===== config.mk =====
export PLATFORM = sky130hd
export DESIGN_NAME = disc_scanline_span_gen
export DESIGN_NICKNAME = d
export VERILOG_FILES = /design/src/design/dssg_pkg.sv /design/src/design/disc_scanline_span_gen.sv
export VERILOG_INCLUDE_DIRS = /design/src /design/src/design
export SDC_FILE = /design/constraint.sdc
export NUM_CORES = 1
export LEC_CHECK = 0
export ABC_CLOCK_PERIOD_IN_PS = 15000
export BUFFER_PORTS_ARGS = -buffer_cell sky130_fd_sc_hd__buf_2
export CAP_MARGIN = 5
export CELL_PAD_IN_SITES_DETAIL_PLACEMENT = 1
export CELL_PAD_IN_SITES_GLOBAL_PLACEMENT = 2
export CORE_ASPECT_RATIO = 1.4
export CORE_UTILIZATION = 40
export CTS_CLUSTER_SIZE = 28
export DETAILED_ROUTE_END_ITERATION = 7
export GPL_TIMING_DRIVEN = 0
export PLACE_DENSITY = 0.85
export SETUP_SLACK_MARGIN = 0.02
export SYNTH_ARGS = -nofsm -noshare
export SYNTH_HDL_FRONTEND = slang
export SYNTH_SLANG_ARGS = --single-unit

===== constraint.sdc =====
create_clock -name clk -period 15 [get_ports clk]
set_clock_uncertainty 0.2 [all_clocks]
set_input_delay 1.5 -clock clk [delete_from_list [all_inputs] [get_ports clk]]
set_output_delay 1.5 -clock clk [all_outputs]
set_load 0.05 [all_outputs]

===== src/design/assert_macros.svh =====
// Assertion macros included by the span generator.
`ifndef ASSERT_MACROS_SVH
`define ASSERT_MACROS_SVH
`ifndef SYNTHESIS
`define ASSERT_ALWAYS(label, clk, rst, expr) \
  label: assert property (@(posedge clk) disable iff (rst) (expr)) \
    else $error("assertion failed");
`define ASSERT_NEXT(label, clk, rst, ante, cons) \
  label: assert property (@(posedge clk) disable iff (rst) (ante) |=> (cons)) \
    else $error("assertion failed");
`else
`define ASSERT_ALWAYS(label, clk, rst, expr)
`define ASSERT_NEXT(label, clk, rst, ante, cons)
`endif
`endif


===== src/design/dssg_pkg.sv =====
// Constants and types for the disc span generator.
package dssg_pkg;

  localparam int MAX_RADIUS = 31;
  localparam int COORD_BITS = 12;
  localparam int RAD_BITS   = 5;

  localparam logic [COORD_BITS-1:0] PLANE_WIDTH_RST  = COORD_BITS'(640);
  localparam logic [COORD_BITS-1:0] PLANE_HEIGHT_RST = COORD_BITS'(480);

  // configuration register indexes
  localparam logic [1:0] REG_PLANE_WIDTH  = 2'd0;
  localparam logic [1:0] REG_PLANE_HEIGHT = 2'd1;

  typedef struct packed {
    logic [COORD_BITS-1:0] row;
    logic [COORD_BITS-1:0] x_start;
    logic [COORD_BITS-1:0] x_end;
    logic [7:0]            luma;
    logic                  cwrite;
    logic [COORD_BITS-2:0] crow;
    logic [COORD_BITS-1:0] cx_start;
    logic [COORD_BITS-1:0] cx_end;
    logic [7:0]            cb;
    logic [7:0]            cr;
  } span_t;

endpackage


===== src/design/disc_scanline_span_gen.sv =====
// Filled-disc scanline span generator: one command in, one span request per visible row out.
//
// Usage:
//   cfg_we/cfg_index/cfg_data write plane_width (index 0) and plane_height
//   (index 1); write them only while no disc is in flight.
//   A disc request is taken on in_valid && in_ready. in_ready is high only
//   while the sequencer is idle; one disc is worked at a time.
//   Each row from centre_y-r to centre_y+r that survives clipping gives one
//   span request on out_valid/out_ready, in increasing row order; the last
//   one carries last_span. A zero radius, or a disc fully off the plane,
//   gives no request at all.
// Operation:
//   The half-width is tracked incrementally by one add/compare unit. In
//   ST_ROW the sequencer either moves the half-width by one (2r unit steps
//   per disc) or settles a row; a finish state and the idle state that
//   takes the request close the disc.
//   One span is held back until the next hit or the finish state so that
//   last_span is known; a stalled receiver stalls the row walk.
// Reset: plane registers return to 640x480, the sequencer goes idle and
//   the output register empties.
module disc_scanline_span_gen (
  input  logic                           clk,
  input  logic                           rst,
  input  logic                           cfg_we,
  input  logic [1:0]                     cfg_index,
  input  logic [dssg_pkg::COORD_BITS-1:0] cfg_data,
  input  logic                           in_valid,
  output logic                           in_ready,
  input  logic signed [12:0]             centre_x,
  input  logic signed [12:0]             centre_y,
  input  logic [dssg_pkg::RAD_BITS-1:0]  radius,
  input  logic [7:0]                     fill_luma,
  input  logic                           tint_enable,
  input  logic [7:0]                     tint_cb,
  input  logic [7:0]                     tint_cr,
  output logic                           out_valid,
  input  logic                           out_ready,
  output logic [dssg_pkg::COORD_BITS-1:0] span_row,
  output logic [dssg_pkg::COORD_BITS-1:0] span_x_start,
  output logic [dssg_pkg::COORD_BITS-1:0] span_x_end,
  output logic [7:0]                     span_luma,
  output logic                           chroma_write,
  output logic [dssg_pkg::COORD_BITS-2:0] chroma_row,
  output logic [dssg_pkg::COORD_BITS-1:0] chroma_x_start,
  output logic [dssg_pkg::COORD_BITS-1:0] chroma_x_end,
  output logic [7:0]                     span_cb,
  output logic [7:0]                     span_cr,
  output logic                           last_span
);
  import dssg_pkg::*;

  localparam logic [1:0] ST_IDLE = 2'd0;
  localparam logic [1:0] ST_ROW  = 2'd1;
  localparam logic [1:0] ST_FIN  = 2'd2;

  // config
  logic [COORD_BITS-1:0] plane_width, plane_height;

  // sequencer and held command
  logic [1:0]          state;
  logic signed [5:0]   dy;
  logic [RAD_BITS-1:0] r;
  logic [RAD_BITS-1:0] h;
  logic [9:0]          hsq;     // h*h
  logic [9:0]          room;    // r*r - dy*dy
  logic signed [12:0]  cx, cy;
  logic [7:0]          luma, cb, cr;
  logic                tint;

  // one-deep hold for the last_span decision, plus output register
  span_t pend;
  logic  pend_valid;
  span_t outr;
  logic  out_last;

  // datapath
  logic                  dy_le0, step_up, step_dn, adjust, out_free, row_hit, row_last;
  logic                  out_push;
  logic [10:0]           up_sum;
  logic [9:0]            room_w;
  logic signed [13:0]    y, x0, x1, x0c, x1c, pw_m1;
  logic [RAD_BITS-1:0]   r_sat;
  span_t                 span_new;

  always_comb begin
    r_sat = (radius > RAD_BITS'(MAX_RADIUS)) ? RAD_BITS'(MAX_RADIUS) : radius;

    dy_le0  = dy[5] || (dy == 6'sd0);
    up_sum  = {1'b0, hsq} + {5'b0, h, 1'b1};
    step_up = dy_le0 && (up_sum <= {1'b0, room});
    step_dn = !dy_le0 && (hsq > room);
    adjust  = step_up || step_dn;
    // room for the next row: room - (2*dy + 1)
    room_w  = room - {{3{dy[5]}}, dy, 1'b1};
    row_last = (dy == $signed({1'b0, r}));

    y     = $signed({cy[12], cy}) + $signed({{8{dy[5]}}, dy});
    x0    = $signed({cx[12], cx}) - $signed({9'b0, h});
    x1    = $signed({cx[12], cx}) + $signed({9'b0, h});
    pw_m1 = $signed({2'b00, plane_width}) - 14'sd1;
    x0c   = x0[13] ? 14'sd0 : x0;
    x1c   = (x1 > pw_m1) ? pw_m1 : x1;
    row_hit = !y[13] && (y < $signed({2'b00, plane_height})) && !(x1c < x0c);

    span_new.row     = y[COORD_BITS-1:0];
    span_new.x_start = x0c[COORD_BITS-1:0];
    span_new.x_end   = x1c[COORD_BITS-1:0];
    span_new.luma    = luma;
    span_new.cwrite  = tint && !y[0];
    if (span_new.cwrite) begin
      span_new.crow     = y[COORD_BITS-1:1];
      span_new.cx_start = {x0c[COORD_BITS-1:1], 1'b0};
      span_new.cx_end   = {x1c[COORD_BITS-1:1], 1'b1};
      span_new.cb       = cb;
      span_new.cr       = cr;
    end else begin
      span_new.crow     = '0;
      span_new.cx_start = '0;
      span_new.cx_end   = '0;
      span_new.cb       = '0;
      span_new.cr       = '0;
    end

    out_free = !out_valid || out_ready;
    // a held span moves to the output register on a settled hit or at finish
    out_push = ((state == ST_ROW) && !adjust && row_hit && pend_valid && out_free) ||
               ((state == ST_FIN) && pend_valid && out_free);
  end

  assign in_ready = (state == ST_IDLE);

  // configuration writes; unknown indexes are dropped
  always_ff @(posedge clk) begin
    if (rst) begin
      plane_width  <= PLANE_WIDTH_RST;
      plane_height <= PLANE_HEIGHT_RST;
    end else if (cfg_we) begin
      unique case (cfg_index)
        REG_PLANE_WIDTH:  plane_width  <= cfg_data;
        REG_PLANE_HEIGHT: plane_height <= cfg_data;
        default: ;
      endcase
    end
  end

  // command hold registers (payload, no reset)
  always_ff @(posedge clk) begin
    if (in_valid && in_ready) begin
      cx   <= centre_x;
      cy   <= centre_y;
      luma <= fill_luma;
      cb   <= tint_cb;
      cr   <= tint_cr;
      tint <= tint_enable;
    end
  end

  // sequencer: each cycle in ST_ROW either steps the half-width by one,
  // or settles the current row and moves on unless a held span is stalled
  always_ff @(posedge clk) begin
    if (rst) begin
      state      <= ST_IDLE;
      dy         <= '0;
      r          <= '0;
      h          <= '0;
      hsq        <= '0;
      room       <= '0;
      pend_valid <= 1'b0;
      out_valid  <= 1'b0;
      out_last   <= 1'b0;
    end else begin
      if (out_push)
        out_valid <= 1'b1;
      else if (out_ready)
        out_valid <= 1'b0;

      unique case (state)
        ST_IDLE: begin
          if (in_valid) begin
            r    <= r_sat;
            dy   <= -$signed({1'b0, r_sat});
            h    <= '0;
            hsq  <= '0;
            room <= '0;
            if (r_sat != '0)
              state <= ST_ROW;
          end
        end
        ST_ROW: begin
          if (step_up) begin
            h   <= h + 1'b1;
            hsq <= up_sum[9:0];
          end else if (step_dn) begin
            h   <= h - 1'b1;
            hsq <= hsq - {4'b0, h - 1'b1, 1'b1};
          end else if (!(row_hit && pend_valid && !out_free)) begin
            if (row_hit) begin
              if (pend_valid) begin
                outr     <= pend;
                out_last <= 1'b0;
              end
              pend       <= span_new;
              pend_valid <= 1'b1;
            end
            dy   <= dy + 6'sd1;
            room <= room_w;
            if (row_last)
              state <= ST_FIN;
          end
        end
        ST_FIN: begin
          if (!pend_valid) begin
            state <= ST_IDLE;
          end else if (out_free) begin
            outr       <= pend;
            out_last   <= 1'b1;
            pend_valid <= 1'b0;
            state      <= ST_IDLE;
          end
        end
        default: state <= ST_IDLE;
      endcase
    end
  end

  assign span_row       = outr.row;
  assign span_x_start   = outr.x_start;
  assign span_x_end     = outr.x_end;
  assign span_luma      = outr.luma;
  assign chroma_write   = outr.cwrite;
  assign chroma_row     = outr.crow;
  assign chroma_x_start = outr.cx_start;
  assign chroma_x_end   = outr.cx_end;
  assign span_cb        = outr.cb;
  assign span_cr        = outr.cr;
  assign last_span      = out_last;

`include "assert_macros.svh"

  // incremental square stays exact
  `ASSERT_ALWAYS(a_hsq_exact, clk, rst, hsq == ({5'b0, h} * {5'b0, h}))
  // half-width never passes the radius while walking rows
  `ASSERT_ALWAYS(a_h_bound, clk, rst, (state != ST_ROW) || (h <= r))
  // nothing is left held back once the sequencer is idle
  `ASSERT_ALWAYS(a_pend_idle, clk, rst, !((state == ST_IDLE) && pend_valid))
  // the finish cycle always returns to idle unless the receiver stalls
  `ASSERT_NEXT(a_fin_done, clk, rst, (state == ST_FIN) && out_free, state == ST_IDLE)

endmodule


==> results.txt <==
----------------------------------------------------
[Run status]
  Result of the run ... finished, final reports clean

[Worst setup path]
  Capturing element type of the critical path ... flop
  Cell family with the largest share of critical-path delay ... compound AO/OA/AOI/OAI gates
  Critical path depth in cells ... 32
  R2R depth ... 32
  Data required time at the worst endpoint ... 15.09 ns
  R2R Path End ... span_row[4]
  Beginning of the worst register-to-register path ... h[2]
  Max stage delay cell, worst path ... a2111oi_4
  Worst Setup SP ... h[2]
  Buffers plus inverters on the worst setup path ... 8
  Worst endpoint data arrival time ... 8.98 ns
  Register-to-register setup slack ... 6.11 ns
  Class of the most critical setup path ... reg2reg
  Crit path capture ... span_row[4]
  Slowest stage delay, CP ... 0.84 ns
  Critical-path maximum fanout ... 14
  Type of element launching the critical path ... flop

[Yosys]
  Share of synthesized cell area in full adder, half adder and majority cells ... 0.0950
  Fraction of the mapped netlist area in compound gates ... 0.109
  Xor/xnor share of the synthesized area ... 0.0443
  Synth cell count leaders ... 239 x edfxtp_1, 101 x ha_1, 86 x nor2_1
  Dominant cell by count in the synthesized netlist ... edfxtp_1
  Mean area per synthesized cell ... 12.2 um2
  Post-synthesis instance area ... 14400 um2
  Part of the Yosys area used for sequential elements ... 0.591
  Synthesis warning total ... 0
  Post-Synthesis Net Count ... 1354
  Post-synthesis cell type with the largest combined area ... edfxtp_1
  Post-synthesis cell count ... 1173
  Post-synth top area share ... 0.500
  Most instantiated flip-flop cell in the synthesis netlist ... edfxtp_1
  Mux share of post-synthesis cell area ... 0.0156
  Fraction of the mapped netlist area in simple logic gates ... 0.114
  Post-synthesis sequential element count ... 304
  Dominant combinational cell family by area after synthesis ... simple AND/OR/NAND/NOR gates
  Number of synthesized flops with an enable pin ... 239
  Share of flip-flops with an asynchronous set or reset after synthesis ... 0
  Library cells used by synthesis ... 76
  Dominant cells by area after synthesis ... edfxtp_1 50%, dfxtp_1 9.1%, ha_1 8.8%, a21oi_1 2.8%, xnor2_1 2.7%

[Routing]
  TritonRoute pass-1 iters ... 4
  Detail-routed via count per cell ... 5.17
  Total number of vias ... 9681
  Antenna violation net count after detailed routing ... 0
  Final wirelength ... 36600 um
  WL per Instance ... 19.5 um
  Initial DRC count ... 393
  DRC ... 0

[Clocking]
  Clk Latency, worst-skew pair ... 0.58 ns
  Sink Count ... 304
  Number of buffers added by the clock tree synthesis step ... 30
  Clock root buffer ... clkbuf_16
  Post-cts sizing count ... 0
  Number of setup buffers added after CTS ... 0
  Clock tree from TritonCTS ... yes
  H-tree levels ... 1
  Total of hold buffers inserted after clock tree synthesis ... 0
  Clock-pin slew on the worst setup and hold paths ... 0.07 ns
  Number of buffers on the longest clock path ... 3

[Global routing]
  First-pass GRT wire length ... 56500 um
  Combined global-route utilization of all metal layers ... 0.202
  Antenna violations before repair ... 4
  Maximum number of pins on one net before global-route repair ... 57
  Via count of the first global-routing pass ... 10438
  Sum of overflow across all layers after global routing ... 0

[Timing]
  Max Fclk ... 112 MHz
  Share of the clock period used by the worst path ... 0.593
  Max_slew headroom ... 0.262
  Unrepaired setup endpoints after global routing ... false
  Setup slack after layout ... 6.11 ns
  Worst-margin pin slew ... 1.09 ns
  Hold violation count in the final report ... 0
  Total setup violations reported at the end of the flow ... 0
  Max-slew violations ... 0
  Fin Hold WS ... 0.216 ns
  Final critical delay including setup and external delays ... 8.89 ns

[Die]
  Die Y-Extent ... 226 um
  Starting Density ... 0.408
  Horizontal die dimension ... 162 um
  Die Outline Area ... 36700 um2
  Core region area ... 35200 um2
  Top-level port count ... 174
  Standard-cell row count ... 81

[Power and ir drop]
  Power density of the placed cells ... 171 nW/um2
  Static leakage ... 0.00661 uW
  Peak supply drop ... 0.0000920 V
  Total design power ... 2900 uW

[Hold path]
  Worst min path class ... reg2reg

[Place]
  Port Buffer Count ... 170
  Placement-stage cell area ... 16000 um2
  Minimum setup slack after placement ... 6.08 ns
  Half-perimeter wire length after placement ... 28200 um
  RePlAce Congestion ... 0.849

[Layout]
  Fraction of final layout cells sized beyond drive strength 1 ... 0.186
  Area delta synth->final ... 17.7%
  Post-layout instance area ... 16900 um2
  Layout Nets ... 1571

[Job]
  Count of maximum capacitance violations ... 0

----------------------------------------------------
power breakdown:
group | total, uW | leakage, uW | internal, uW | switching (uW)
sequential | 1050 | 0.00272 | 988 | 60.4
clock | 704 | 0.000429 | 375 | 330
combinational | 1140 | 0.00347 | 475 | 667
total | 2900 | 0.00661 | 1840 | 1060
layout make-up:
| class | count | area (um2) |
|---|---|---|
| Antenna cell | 4 | 10.0 |
| Buffer | 41 | 184 |
| Clock buffer | 37 | 777 |
| Clock inverter | 19 | 145 |
| Fill cell | 3762 | 18300 |
| Inverter | 72 | 270 |
| Multi-Input combinational cell | 756 | 5450 |
| Sequential cell | 304 | 8480 |
| Tap cell | 456 | 571 |
| Timing Repair Buffer | 185 | 1020 |
state kept, by name, summed over array words and instances (netlist names), 5 cells and up:
name and count:
pend 94, cx 13, cy 13, chroma_x_end 12, plane_height 12, plane_width 12
span_row 12, span_x_end 12, span_x_start 12, chroma_row 11, chroma_x_start 11, hsq 10
room 10, cb 8, cr 8, luma 8, span_cb 8, span_cr 8
span_luma 8, dy 6, h 5, r 5
kinds of logic (layout without fill, tap and decap cells):
kind of cell,after synthesis,after routing
adder cells (fa/ha/maj),106,106
flip-flops,304,304
AND/OR/NAND/NOR,326,326
multiplexers,22,22
other,1,5
AO/OA/AOI/OAI,230,230
XOR/XNOR,71,71
buffers and inverters,113,354
worst min path at each step:
stage                     slack (ns)  startpoint  cells past startpoint         endpoint
after floorplan                 0.20    pend[40]                      0    chroma_row[0]
after global placement          0.20     pend[7]                      0       span_cr[7]
after detailed placement        0.21    pend[75]                      0  span_x_start[3]
after CTS                       0.22    pend[60]                      0    span_x_end[0]
after global routing            0.22    pend[60]                      0    span_x_end[0]
final                           0.22    pend[60]                      0    span_x_end[0]
per-layer routing:
metal	vias up	wire (um)	part of all wire	global-route usage
met1	4740	14000	0.38	0.217
met3	71	1010	0.028	0.0233
met4	0	1290	0.035	0.0806
met2	164	20200	0.55	0.394
met5	-	0	0	0
li1	4706	-	-	-
placed cells by master (no fill, tap or decap), types with 6 or more instances in the layout:
cell       Yosys  layout
o21a_1        11      11
edfxtp_1     239     239
a22o_1         8       8
a211o_1        9       9
nor4_1         6       6
xor2_1        26      26
nor2b_1       11      11
nor2_1        86      86
inv_1         72      72
a21o_1        29      29
a31oi_1        8       8
ha_1         101     101
a21oi_1       80      80
mux2i_1       19      19
nand2b_1      12      12
dfxtp_1       65      65
clkinv_1       0       6
a211oi_1       8       8
nand3_1       16      16
o21bai_1      10      10
and2_1        44      44
nand2_1       76      76
nor3_1        34      33
o21ai_0       29      29
nand4_1        8       8
clkbuf_16      0      30
buf_2          6     176
xnor2_1       44      44
clkbuf_1      30      36
buf_6          1      14
stage by stage:
| step | util | instances | setup TNS [ns] |
|---|---|---|---|
| finish | 0.481 | 1874 | 0 |
| global route | 0.481 | 1874 | 0 |
| CTS | 0.480 | 1870 | 0 |
| detailed placement | 0.454 | 1814 | 0 |
| global placement | 0.449 | 1799 | -187.73 |
| floorplan | - | 1173 | 0 |
Note: power is estimated with default switching activity, not from simulation.
